**src/rtl/tile_atlas_opacity_scan_macros.svh**
```systemverilog
// Assertion macros for the tile atlas opacity scan.
// Expects clk_i and rst_ni in the scope of the module that uses them.
`ifndef TILE_ATLAS_OPACITY_SCAN_MACROS_SVH
`define TILE_ATLAS_OPACITY_SCAN_MACROS_SVH

// Property that must hold at every clock edge out of reset
`define TAOS_ASSERT(lbl, prop, msg) \
  lbl: assert property (@(posedge clk_i) disable iff (!rst_ni) (prop)) else $error(msg);

// Antecedent in one cycle implies consequent in the next
`define TAOS_ASSERT_NEXT(lbl, ante, cons, msg) \
  lbl: assert property (@(posedge clk_i) disable iff (!rst_ni) (ante) |=> (cons)) \
    else $error(msg);

`endif

```
**src/rtl/taos_pkg.sv**
```systemverilog
// Shared types and constants for the tile atlas opacity scan.
// No dependencies.
package taos_pkg;

  localparam int unsigned CFG_W        = 13;  // width of the size registers
  localparam int unsigned TILES        = 16;  // tiles along each side
  localparam int unsigned TILE_IDX_W   = 4;   // bits of one tile coordinate
  localparam int unsigned TILE_CNT_W   = 5;   // saturating tile counter, holds TILES
  localparam int unsigned ALPHA_W      = 8;
  localparam int unsigned OPAQUE_LIMIT = 250;

  // Configuration register indexes
  typedef enum logic [1:0] {
    CFG_WIDTH  = 2'd0,
    CFG_HEIGHT = 2'd1,
    CFG_FORMAT = 2'd2,
    CFG_SPARE  = 2'd3
  } cfg_idx_e;

  // Where the current pixel falls, from the cursor to the tile logic
  typedef struct packed {
    logic                  in_tile;    // pixel belongs to one of the 16x16 tiles
    logic                  tile_end;   // bottom-right pixel of its tile
    logic                  frame_end;  // last pixel of the image
    logic [TILE_IDX_W-1:0] tx;
    logic [TILE_IDX_W-1:0] ty;
  } pos_t;

endpackage

```
**src/rtl/taos_cursor.sv**
```systemverilog
// Raster cursor: pixel and tile position counters for the opacity scan.
// Depends on taos_pkg.
module taos_cursor import taos_pkg::*; #(
  parameter int unsigned MAX_SIDE = 4096
) (
  input  logic                                   clk_i,
  input  logic                                   rst_ni,
  input  logic                                   restart_i,
  input  logic                                   advance_i,
  input  logic [$clog2(MAX_SIDE+1)-1:0]          width_i,
  input  logic [$clog2(MAX_SIDE+1)-1:0]          height_i,
  input  logic [$clog2(MAX_SIDE/TILES+1)-1:0]    side_i,
  output pos_t                                   pos_o
);

  localparam int unsigned DIM_W  = $clog2(MAX_SIDE+1);
  localparam int unsigned SIDE_W = $clog2(MAX_SIDE/TILES+1);

  logic [DIM_W-1:0]      col_q, col_d, row_q, row_d;
  logic [SIDE_W-1:0]     sub_x_q, sub_x_d, sub_y_q, sub_y_d;
  logic [TILE_CNT_W-1:0] tx_q, tx_d, ty_q, ty_d;

  logic col_last, row_last, sub_x_last, sub_y_last;

  assign col_last   = (col_q == width_i - DIM_W'(1));
  assign row_last   = (row_q == height_i - DIM_W'(1));
  assign sub_x_last = (sub_x_q == side_i - SIDE_W'(1));
  assign sub_y_last = (sub_y_q == side_i - SIDE_W'(1));

  // Position of the current pixel
  assign pos_o.in_tile   = (side_i != '0) && (tx_q < TILE_CNT_W'(TILES))
                           && (ty_q < TILE_CNT_W'(TILES));
  assign pos_o.tile_end  = sub_x_last && sub_y_last;
  assign pos_o.frame_end = col_last && row_last;
  assign pos_o.tx        = tx_q[TILE_IDX_W-1:0];
  assign pos_o.ty        = ty_q[TILE_IDX_W-1:0];

  // Next position; tile counters stop at TILES
  always_comb begin
    col_d   = col_q;
    row_d   = row_q;
    sub_x_d = sub_x_q;
    sub_y_d = sub_y_q;
    tx_d    = tx_q;
    ty_d    = ty_q;
    if (restart_i) begin
      col_d   = '0;
      row_d   = '0;
      sub_x_d = '0;
      sub_y_d = '0;
      tx_d    = '0;
      ty_d    = '0;
    end else if (advance_i) begin
      if (col_last) begin
        col_d   = '0;
        sub_x_d = '0;
        tx_d    = '0;
        if (row_last) begin
          row_d   = '0;
          sub_y_d = '0;
          ty_d    = '0;
        end else begin
          row_d = row_q + DIM_W'(1);
          if (sub_y_last) begin
            sub_y_d = '0;
            if (ty_q < TILE_CNT_W'(TILES)) ty_d = ty_q + TILE_CNT_W'(1);
          end else begin
            sub_y_d = sub_y_q + SIDE_W'(1);
          end
        end
      end else begin
        col_d = col_q + DIM_W'(1);
        if (sub_x_last) begin
          sub_x_d = '0;
          if (tx_q < TILE_CNT_W'(TILES)) tx_d = tx_q + TILE_CNT_W'(1);
        end else begin
          sub_x_d = sub_x_q + SIDE_W'(1);
        end
      end
    end
  end

  always_ff @(posedge clk_i or negedge rst_ni) begin
    if (!rst_ni) begin
      col_q   <= '0;
      row_q   <= '0;
      sub_x_q <= '0;
      sub_y_q <= '0;
      tx_q    <= '0;
      ty_q    <= '0;
    end else begin
      col_q   <= col_d;
      row_q   <= row_d;
      sub_x_q <= sub_x_d;
      sub_y_q <= sub_y_d;
      tx_q    <= tx_d;
      ty_q    <= ty_d;
    end
  end

endmodule

```
**src/rtl/tile_atlas_opacity_scan.sv**
```systemverilog
// Tile atlas opacity scan: takes one alpha byte per beat in raster order and
// reports, in the cycle after each tile's bottom-right pixel, that tile's index and
// whether every alpha in it was at least 250. The tile side is width/16; the
// image splits into 16x16 tiles and pixels beyond them are ignored. If width/16
// and height/16 differ, or the format is not RGBA, tiles report non-opaque.
// Rate: one pixel per cycle, as the cursor and band update on every accepted pixel;
// a pending result stalls input only while the output side holds it off.
// Any configuration write restarts the scan at pixel zero.
// Depends on taos_pkg, taos_cursor and tile_atlas_opacity_scan_macros.svh.
`include "tile_atlas_opacity_scan_macros.svh"

module tile_atlas_opacity_scan import taos_pkg::*; #(
  parameter int unsigned MAX_SIDE = 4096
) (
  input  logic                  clk_i,
  input  logic                  rst_ni,
  // configuration write channel
  input  logic                  cfg_valid_i,
  output logic                  cfg_ready_o,
  input  logic [1:0]            cfg_index_i,
  input  logic [CFG_W-1:0]      cfg_data_i,
  // pixel input
  input  logic                  in_valid_i,
  output logic                  in_ready_o,
  input  logic [ALPHA_W-1:0]    alpha_i,
  // tile results
  output logic                  out_valid_o,
  input  logic                  out_ready_i,
  output logic [7:0]            tile_index_o,
  output logic                  opaque_o,
  output logic                  last_tile_o
);

  localparam int unsigned DIM_W  = $clog2(MAX_SIDE+1);
  localparam int unsigned SIDE_W = $clog2(MAX_SIDE/TILES+1);
  localparam int unsigned CMP_W  = ((CFG_W > DIM_W) ? CFG_W : DIM_W) + 1;

  // Configuration registers
  logic [CFG_W-1:0] width_q, height_q;
  logic             rgba_q;
  logic             cfg_wr;

  assign cfg_ready_o = 1'b1;
  assign cfg_wr      = cfg_valid_i && cfg_ready_o;

  always_ff @(posedge clk_i or negedge rst_ni) begin
    if (!rst_ni) begin
      width_q  <= CFG_W'(TILES);
      height_q <= CFG_W'(TILES);
      rgba_q   <= 1'b1;
    end else if (cfg_wr) begin
      unique case (cfg_idx_e'(cfg_index_i))
        CFG_WIDTH:  width_q  <= cfg_data_i;
        CFG_HEIGHT: height_q <= cfg_data_i;
        CFG_FORMAT: rgba_q   <= cfg_data_i[0];
        default: ;
      endcase
    end
  end

  // Clamp sizes to 1..MAX_SIDE and derive the tile side
  logic [DIM_W-1:0]  width_c, height_c;
  logic [SIDE_W-1:0] side;
  logic              img_ok;

  always_comb begin
    if (width_q == '0) begin
      width_c = DIM_W'(1);
    end else if (CMP_W'(width_q) > CMP_W'(MAX_SIDE)) begin
      width_c = DIM_W'(MAX_SIDE);
    end else begin
      width_c = DIM_W'(width_q);
    end
    if (height_q == '0) begin
      height_c = DIM_W'(1);
    end else if (CMP_W'(height_q) > CMP_W'(MAX_SIDE)) begin
      height_c = DIM_W'(MAX_SIDE);
    end else begin
      height_c = DIM_W'(height_q);
    end
  end

  assign side   = SIDE_W'(width_c >> 4);
  assign img_ok = ((width_c >> 4) == (height_c >> 4)) && rgba_q;

  // Handshake: a held result blocks input only while it is not taken
  logic in_acc;
  assign in_ready_o = !out_valid_o || out_ready_i;
  assign in_acc     = in_valid_i && in_ready_o;

  // Raster position
  pos_t pos;

  taos_cursor #(
    .MAX_SIDE (MAX_SIDE)
  ) u_cursor (
    .clk_i     (clk_i),
    .rst_ni    (rst_ni),
    .restart_i (cfg_wr),
    .advance_i (in_acc),
    .width_i   (width_c),
    .height_i  (height_c),
    .side_i    (side),
    .pos_o     (pos)
  );

  // Band of per-column opaque bits and the result for a completed tile
  logic [TILES-1:0] band_q, band_d;
  logic             low_alpha, emit, op_bit;

  assign low_alpha = (alpha_i < ALPHA_W'(OPAQUE_LIMIT));
  assign emit      = in_acc && pos.in_tile && pos.tile_end;
  assign op_bit    = img_ok && band_q[pos.tx] && !low_alpha;

  always_comb begin
    band_d = band_q;
    if (cfg_wr) begin
      band_d = '1;
    end else if (in_acc) begin
      if (pos.in_tile) begin
        if (low_alpha) band_d[pos.tx] = 1'b0;
        if (pos.tile_end) band_d[pos.tx] = 1'b1;
      end
      if (pos.frame_end) band_d = '1;
    end
  end

  always_ff @(posedge clk_i or negedge rst_ni) begin
    if (!rst_ni) begin
      band_q <= '1;
    end else begin
      band_q <= band_d;
    end
  end

  // Result register
  logic       out_valid_q;
  logic [7:0] tile_index_q;
  logic       opaque_q, last_tile_q;

  always_ff @(posedge clk_i or negedge rst_ni) begin
    if (!rst_ni) begin
      out_valid_q <= 1'b0;
    end else if (emit) begin
      out_valid_q <= 1'b1;
    end else if (out_ready_i) begin
      out_valid_q <= 1'b0;
    end
  end

  always_ff @(posedge clk_i) begin
    if (emit) begin
      tile_index_q <= {pos.ty, pos.tx};
      opaque_q     <= op_bit;
      last_tile_q  <= (&pos.ty) && (&pos.tx);
    end
  end

  assign out_valid_o  = out_valid_q;
  assign tile_index_o = tile_index_q;
  assign opaque_o     = opaque_q;
  assign last_tile_o  = last_tile_q;

  // Checks
  `TAOS_ASSERT_NEXT(a_emit_shows, emit, out_valid_o, "completed tile gave no result")
  `TAOS_ASSERT(a_no_overwrite, !(out_valid_o && !out_ready_i && in_ready_o),
               "input taken while result is stalled")
  `TAOS_ASSERT_NEXT(a_cfg_restart, cfg_wr, (pos.tx == '0) && (pos.ty == '0) && (&band_q),
                    "configuration write did not restart the scan")
  `TAOS_ASSERT_NEXT(a_frame_band, in_acc && pos.frame_end && !cfg_wr, &band_q,
                    "band not refilled at end of image")

endmodule

```
**config.mk**
```make
export PLATFORM = sky130hd
export DESIGN_NAME = tile_atlas_opacity_scan
export DESIGN_NICKNAME = d
export VERILOG_FILES = /design/src/rtl/taos_pkg.sv /design/src/rtl/taos_cursor.sv /design/src/rtl/tile_atlas_opacity_scan.sv
export VERILOG_INCLUDE_DIRS = /design/src /design/src/rtl
export SDC_FILE = /design/constraint.sdc
export NUM_CORES = 1
export LEC_CHECK = 0
export ABC_AREA = 1
export BUFFER_PORTS_ARGS = -buffer_cell sky130_fd_sc_hd__buf_4
export CAP_MARGIN = 20
export CORE_MARGIN = 1
export CORE_UTILIZATION = 30
export CTS_CLUSTER_SIZE = 25
export DETAILED_ROUTE_END_ITERATION = 10
export GPL_ROUTABILITY_DRIVEN = 0
export SETUP_SLACK_MARGIN = 0.1
export SLEW_MARGIN = 20
export SYNTH_ARGS = -nofsm -noshare
export SYNTH_HDL_FRONTEND = slang
export SYNTH_SLANG_ARGS = --single-unit
```
**constraint.sdc**
```tcl
create_clock -name clk_i -period 4.08 [get_ports clk_i]
set_input_delay 0.408 -clock clk_i [delete_from_list [all_inputs] [get_ports clk_i]]
set_output_delay 0.408 -clock clk_i [all_outputs]
set_load 0.01 [all_outputs]
```
==> results of run 1 <==
[worst max-delay path: stages, from the launching register on]
cell and delay, ns:
dfrtp_1 0.49, nor2_1 0.14, nand2_1 0.06, nor2_1 0.12, nand2_1 0.08, nand2_2 0.18
nand2_1 0.18, ha_1 0.30, nand2_1 0.18, inv_2 0.08, nand2_1 0.11, clkinv_1 0.10
nand2_1 0.09, nand2_1 0.10, xor2_1 0.19, inv_1 0.07, nor2_1 0.12, nand2_1 0.10
nor2_4 0.37, nor2_1 0.21, nand3_1 0.10, o21ai_0 0.09
[worst max-delay path by stage]
stage / end / start / slack, ns
floorplan: last_tile_o$_DFFE_PP_ / width_q[2]$_DFFE_PN0P_ / 0.33
global placement: u_cursor.row_q[3]$_DFFE_PN0P_ / width_q[2]$_DFFE_PN0P_ / 0.46
detailed placement: u_cursor.sub_y_q[0]$_DFFE_PN0P_ / width_q[2]$_DFFE_PN0P_ / 0.39
CTS: u_cursor.sub_y_q[0]$_DFFE_PN0P_ / width_q[2]$_DFFE_PN0P_ / 0.37
global route: band_q[1]$_DFFE_PN1P_ / width_q[2]$_DFFE_PN0P_ / 0.10
finish: u_cursor.sub_y_q[0]$_DFFE_PN0P_ / width_q[2]$_DFFE_PN0P_ / 0.48
[per-stage QoR]
stage / instances / instance area [um^2] / worst slack (ns) / power [W] / hold WS, ns
global route: 1485 / 8698 / 0.1021 / 0.003845 / 0.05652
finish: 1485 / 8698 / 0.4762 / 0.003565 / 0.02395
floorplan: 1119 / 7750 / 0.3253 / 0.002373 / 0.1124
CTS: 1482 / 8670 / 0.3687 / 0.003581 / 0.03660
global placement: 1466 / 8372 / 0.4613 / 0.002661 / 0.4232
detailed placement: 1466 / 8372 / 0.3935 / 0.002685 / 0.4308
[layout by cell type, fill, tap and decap left out, types with 5 or more instances in the layout]
cell type and instances:
a21oi_1 9, buf_4 56, clkbuf_16 10, dfrtp_1 79
dfstp_2 19, edfxtp_1 10, ha_1 12, inv_1 109
inv_2 9, nand2_1 298, nand2_2 8, nand3_1 165
nand3b_1 12, nand4_1 20, nor2_1 131, nor3_1 13
o21ai_0 61, o31ai_1 15, o41ai_1 5, xnor2_1 10
xor2_1 55
[power breakdown]
group | internal (W) | total (W) | switching (W)
logic | 0.000441 | 0.00123 | 0.000793
clock network | 0.000471 | 0.000882 | 0.000411
registers | 0.00127 | 0.00145 | 0.000179
total | 0.00218 | 0.00356 | 0.00138
[cell families after synthesis]
family                     Yosys count  synth area share, %
AOI/OAI and AO/OA                  115                9.090
other                                1              0.04839
xor gates and xnor gates            65                7.346
buffers and inverters              157                8.524
DFF                                108                35.83
adders and majority gates           12                1.937
and+or+nand+nor                    661                37.23
[timing repair]
item / CTS / global route
hold buffers: 0 / 0
buffers inserted: 0 / 3
resized for setup: 0 / 2
setup endpoints to repair: 0 / 59
[sequential cells by signal (all words and copies together), names as in the netlist, 8 cells and up]
signal / flops
width_q: 13
u_cursor.sub_x_q: 9
band_q: 16
u_cursor.row_q: 13
tile_index_o: 8
u_cursor.col_q: 13
height_q: 13
u_cursor.sub_y_q: 9
[cell type report]
type | instances | area [um^2]
clock buffer | 12 | 267.8
inverter | 121 | 454.2
timing repair buffer | 56 | 420.4
fill | 2755 | 16560
tap | 330 | 412.9
sequential | 108 | 2776
multi-input combinational | 854 | 4337
clock inverter | 4 | 30.03
[per-layer routing]
metal  track usage, %  up-vias  share of wire, %
li1                 -     3719                 -
met1            23.25     3372                50
met2            26.81      148                45
met3            2.343       16               3.6
met4            4.163        0               1.2
met5                0        -                 0
==> results.py, run 1 <==
metrics = {
    "detailed_routing": {
        "vias": 7255,
        "drt-wirelength-per-cell_um": 14.07,
        "drt_iter0_markers": 577,
        "ant_nets": 0,
        "postRouteWirelength_mm": 20.90,
        "drcViolationCount": 0,
        "firstDrtPassIters": 5,
        "routed_via_density": 4.886,
    },
    "die": {
        "io-pin-count": 41,
        "dieHeight_um": 162.7,
        "floorplan.rows": 58,
        "fp.dieW_um": 162.7,
        "core_um2": 25250,
        "fp.dieArea_um2": 26480,
        "start_util_pct": 30.69,
    },
    "synthesis": {
        "synth_top_area_cell": "dfrtp_1",
        "synth_top_flop_cell": "dfrtp_1",
        "synth.top_cells.by_count": "299 x nand2_1, 165 x nand3_1, 131 x nor2_1",
        "synth_most_common_cell": "nand2_1",
        "yosys_register_bits": 108,
        "syn_inst": 1119,
        "synth_top_area_share_pct": 25.51,
        "async_flop_share_pct": 90.74,
        "ys_seq_area_share_pct": 35.82,
        "synthTopCellsByArea": "dfrtp_1 26%, nand2_1 14%, nand3_1 11%, dfstp_2 6.4%, nor2_1 6.3%",
        "synth_nets": 1159,
        "synth_edf_count": 10,
        "synth_area_um2": 7750,
        "syn_avg_cell_area_um2": 6.926,
        "synthDistinctLibCells": 47,
        "synth_warnings": 0,
    },
    "grt": {
        "grt_pass1_vias": 6835,
        "grt_pass1_wl_mm": 35.08,
        "overflow": 0,
        "antenna_found_initial": 0,
        "grt_max_degree": 40,
        "grt_usage_pct": 16.62,
    },
    "layout": {
        "area_growth_pct": 12.24,
        "nets": 1190,
        "post_route_cells_drive_above_1_share_pct": 10.56,
        "utilization_pct": 34.44,
        "diodes": 0,
    },
    "clock_network": {
        "root_buffer": "clkbuf_16",
        "ctsHtreeMaxLevel": 3,
        "tritoncts": "done",
        "cts_buffers": 9,
        "clk_latency_ns": 0.36,
        "clkTransAtPathRegs_ns": 0.08,
        "cts_sinks": 108,
        "cts_buffer_depth": 2,
    },
    "sta": {
        "finClkSkew_ns": 0.01413,
        "final.min_clock_period_ns": 3.604,
        "relSlewSlack_pct": 43.43,
        "maxSlewViolCount": 0,
        "fmax_mhz": 277.5,
        "tightest_slew_ns": 0.8462,
        "fin_tns_setup_ns": 0,
        "setup_violations": 0,
        "hold_viol": 0,
        "post-route-period-util_pct": 88.33,
        "rsz0062_at_grt": "false",
    },
    "power_and_ir_drop": {
        "power.leakage_nw": 4.103,
        "peakVddDrop_v": 0.0002053,
        "powerDensity_nw_per_um2": 409.8,
    },
    "place": {
        "portBuffers": 38,
        "dp_hpwl_mm": 15.75,
    },
    "worst_setup_path": {
        "r2r_setup_slack_ns": 0.48,
        "cp-end-kind": "flop",
        "worstPathRequired_ns": 4.32,
        "reg2reg_from": "width_q[2]$_DFFE_PN0P_",
        "r2r-end": "u_cursor.sub_y_q[0]$_DFFE_PN0P_",
        "r2r_cells": 21,
        "path_class": "reg -> reg",
        "worst-path-max-fanout": 18,
        "cp.arrival_ns": 3.84,
        "cp-start-kind": "flop",
    },
    "run": {
        "maxCapViolCount": 0,
    },
    "run_status": {
        "outcome": "completed",
    },
    "min_path": {
        "hp-class": "in -> async",
    },
}
No activity file was read; power rests on OpenSTA's default activity.
==> inputs of run 2 (changes only) <==
ABC_AREA = not set   (was 1)
==> run 2 against run 1 <==
  * Critical path depth decreased by 7
  * First-iteration DRC count grew 35%
  * Clock-buffer cell count is 1 lower
  * Synthesized area increased by 1.0%
  * Core utilization rose by 2.4 points
  * Combinational power barely moved
  * Clock power up 4.2%
  * Synthesized cell count is 21% lower
  * Sequential cell count is the same
==> results.py, run 2 <==
metrics = {
    "die": {
        "dieHeight_um": 163.5,
        "fp.dieArea_um2": 26740,
        "start_util_pct": 30.82,
        "fp.dieW_um": 163.5,
        "floorplan.rows": 58,
        "core_um2": 25400,
        "io-pin-count": 41,
    },
    "clock_network": {
        "clkTransAtPathRegs_ns": 0.08,
        "ctsHtreeMaxLevel": 3,
        "cts_buffers": 9,
        "tritoncts": "done",
        "cts_sinks": 108,
        "root_buffer": "clkbuf_16",
        "clk_latency_ns": 0.37,
        "cts_buffer_depth": 2,
    },
    "synthesis": {
        "synth_nets": 926,
        "synth_top_flop_cell": "dfrtp_1",
        "synth_warnings": 0,
        "ys_seq_area_share_pct": 35.47,
        "syn_avg_cell_area_um2": 8.835,
        "synth_area_um2": 7828,
        "synth_top_area_share_pct": 25.26,
        "syn_inst": 886,
        "synthDistinctLibCells": 87,
        "synth_top_area_cell": "dfrtp_1",
        "synth_most_common_cell": "dfrtp_1",
        "synthTopCellsByArea": "dfrtp_1 25%, dfstp_2 6.4%, edfxtp_1 3.8%, mux2_2 3.6%, nor2_1 3.6%",
        "yosys_register_bits": 108,
        "synth_edf_count": 10,
        "async_flop_share_pct": 90.74,
        "synth.top_cells.by_count": "79 x dfrtp_1, 75 x nor2_1, 68 x nand2_1",
    },
    "power_and_ir_drop": {
        "p_sw_share_pct": 35.80,
        "p_int_w": 0.002163,
        "p_comb_share_pct": 35.9,
        "powerDensity_nw_per_um2": 360.1,
        "power_switching_w": 0.001206,
        "clockPowerShare_pct": 27.3,
        "peakVddDrop_v": 0.0001839,
        "pwr-share-seq_pct": 36.8,
        "p_total_w": 0.003369,
        "power.leakage_nw": 3.538,
    },
    "worst_setup_path": {
        "cp.arrival_ns": 4.32,
        "worstPathRequired_ns": 4.38,
        "worst-path-max-fanout": 8,
        "reg2reg_from": "width_q[2]$_DFFE_PN0P_",
        "cp-start-kind": "flop",
        "cp-startpoint": "width_q[2]$_DFFE_PN0P_",
        "r2r_setup_slack_ns": 0.05,
        "path_class": "reg -> reg",
        "cp-end-kind": "flop",
    },
    "detailed_routing": {
        "postRouteWirelength_mm": 23.30,
        "drt-wirelength-per-cell_um": 18.33,
        "firstDrtPassIters": 5,
        "ant_nets": 0,
        "drt_iter0_markers": 778,
        "drcViolationCount": 0,
        "routed_via_density": 5.725,
        "vias": 7277,
    },
    "layout": {
        "post_route_cells_drive_above_1_share_pct": 25.72,
        "nets": 976,
        "diodes": 0,
        "layout_commonest_cell": "buf_4",
        "final_cells": 1271,
        "fillCellCount": 2551,
        "largest_register": "band_q",
        "mostFrequentLayoutCells": "108 x buf_4, 79 x dfrtp_1, 74 x nor2_1, 68 x nand2_1",
        "area_growth_pct": 19.53,
        "largest_reg_flops": 16,
    },
    "sta": {
        "finClkSkew_ns": 0.01321,
        "fin_tns_setup_ns": 0,
        "tightest_slew_ns": 0.7767,
        "fmax_mhz": 248.4,
        "post-route-period-util_pct": 98.67,
        "rsz0062_at_grt": "true",
        "relSlewSlack_pct": 48.22,
        "hold_slack_ns": 0.06871,
        "maxSlewViolCount": 0,
        "final.min_clock_period_ns": 4.026,
        "hold_viol": 0,
        "setup_violations": 0,
    },
    "place": {
        "dpl.cell_count": 1236,
        "portBuffers": 38,
        "dp_hpwl_mm": 15.93,
    },
    "grt": {
        "overflow": 0,
        "grt_pass1_wl_mm": 36.51,
        "grt_max_degree": 80,
        "antenna_found_initial": 0,
        "grt_pass1_vias": 6665,
        "grt_usage_pct": 17.47,
    },
    "min_path": {
        "hp-class": "in -> async",
    },
    "run": {
        "maxCapViolCount": 0,
    },
    "run_status": {
        "outcome": "completed",
    },
}
==> run 2: cell count changes in the layout (fill, tap and decap cells not counted), moves of 25 or more <==
cell	change
buf_4	+52
xor2_1	-36
nand2_1	-230
nor2_1	-57
o21ai_0	-29
mux2_2	+25
inv_1	-79
nand3_1	-133
==> run 2: cell type report <==
type / instances / area (um^2) / area share [%]
clock buffers: 11 / 254.0 / 2.715
clock inverters: 5 / 52.55 / 0.5616
inverters: 32 / 120.1 / 1.284
multi-input cells: 669 / 4795 / 51.24
flip-flops and latches: 108 / 2776 / 29.67
well taps: 330 / 412.9 / 4.413
repair buffers: 116 / 945.9 / 10.11
==> run 2: logic make-up after synthesis <==
| family | Yosys count | synth area share, % |
|---|---|---|
| simple gates | 354 | 24.54 |
| compound gates | 215 | 20.35 |
| buf+inv | 110 | 5.946 |
| flops | 108 | 35.47 |
| xor+xnor | 48 | 5.547 |
| mux | 38 | 6.186 |
| fa+ha+maj | 12 | 1.918 |
| other cells | 1 | 0.04791 |
==> run 2: worst max-delay path, cell delays in order, from the launching register on <==
cell,delay [ns]
dfrtp_1,0.38
or4_4,0.55
nor4_4,0.32
o21a_1,0.19
inv_2,0.05
ha_4,0.16
buf_4,0.15
xnor2_1,0.17
xnor2_1,0.14
nor4_2,0.21
o2111ai_1,0.16
or4_4,0.55
buf_4,0.17
or4_4,0.56
a22oi_1,0.20
==> run 2: power by group through the flow <==
| stage | clock (W) | sequential (W) | combinational, W |
|---|---|---|---|
| 2_1_floorplan | 0 | 0.00123 | 0.000786 |
| 3_3_place_gp | 0 | 0.00126 | 0.00111 |
| 3_5_place_dp | 0 | 0.00126 | 0.00112 |
| 4_1_cts | 0.000939 | 0.00124 | 0.00113 |
| 5_1_grt | 0.000983 | 0.00125 | 0.00132 |
| 6_report | 0.000919 | 0.00124 | 0.00121 |
==> run 2: repair_timing <==
action                                  4_1_cts  5_1_grt
endpoints found under the setup margin       11       48
resized for setup                             0       44
hold buffers                                  0        0
setup buffers                                 0       14
pin swaps                                     2       22
cloned                                        0        5
==> run 2: final timing paths <==
check / cells after the start / endpoint
min in group clk_i: 3 / width_q[9]$_DFFE_PN0P_
worst min register to register: 0 / tile_index_o[4]$_DFFE_PP_
worst max-delay path: 14 / band_q[4]$_DFFE_PN1P_
worst max register to register: 14 / band_q[4]$_DFFE_PN1P_
worst min-delay path: 1 / height_q[8]$_DFFE_PN0P_
max in group asynchronous: 2 / u_cursor.sub_y_q[2]$_DFFE_PN0P_
==> run 2: metrics by stage <==
stage / util, % / area, um^2 / setup WS (ns)
2_1_floorplan: - / 7870 / 0.1516
3_3_place_gp: 34.23 / 8695 / 0.06494
3_5_place_dp: 34.23 / 8695 / 0.06559
4_1_cts: 35.44 / 9001 / 0.1291
5_1_grt: 36.84 / 9356 / -0.1083
6_report: 36.84 / 9356 / 0.05443
==> run 2: metal layers <==
layer	global-route usage (%)	wire (um)	up-vias
met3	2.158	1113	47
met4	7.365	610	0
met2	27.29	11110	226
met1	24.18	10460	3590
met5	0	0	-
li1	-	-	3414
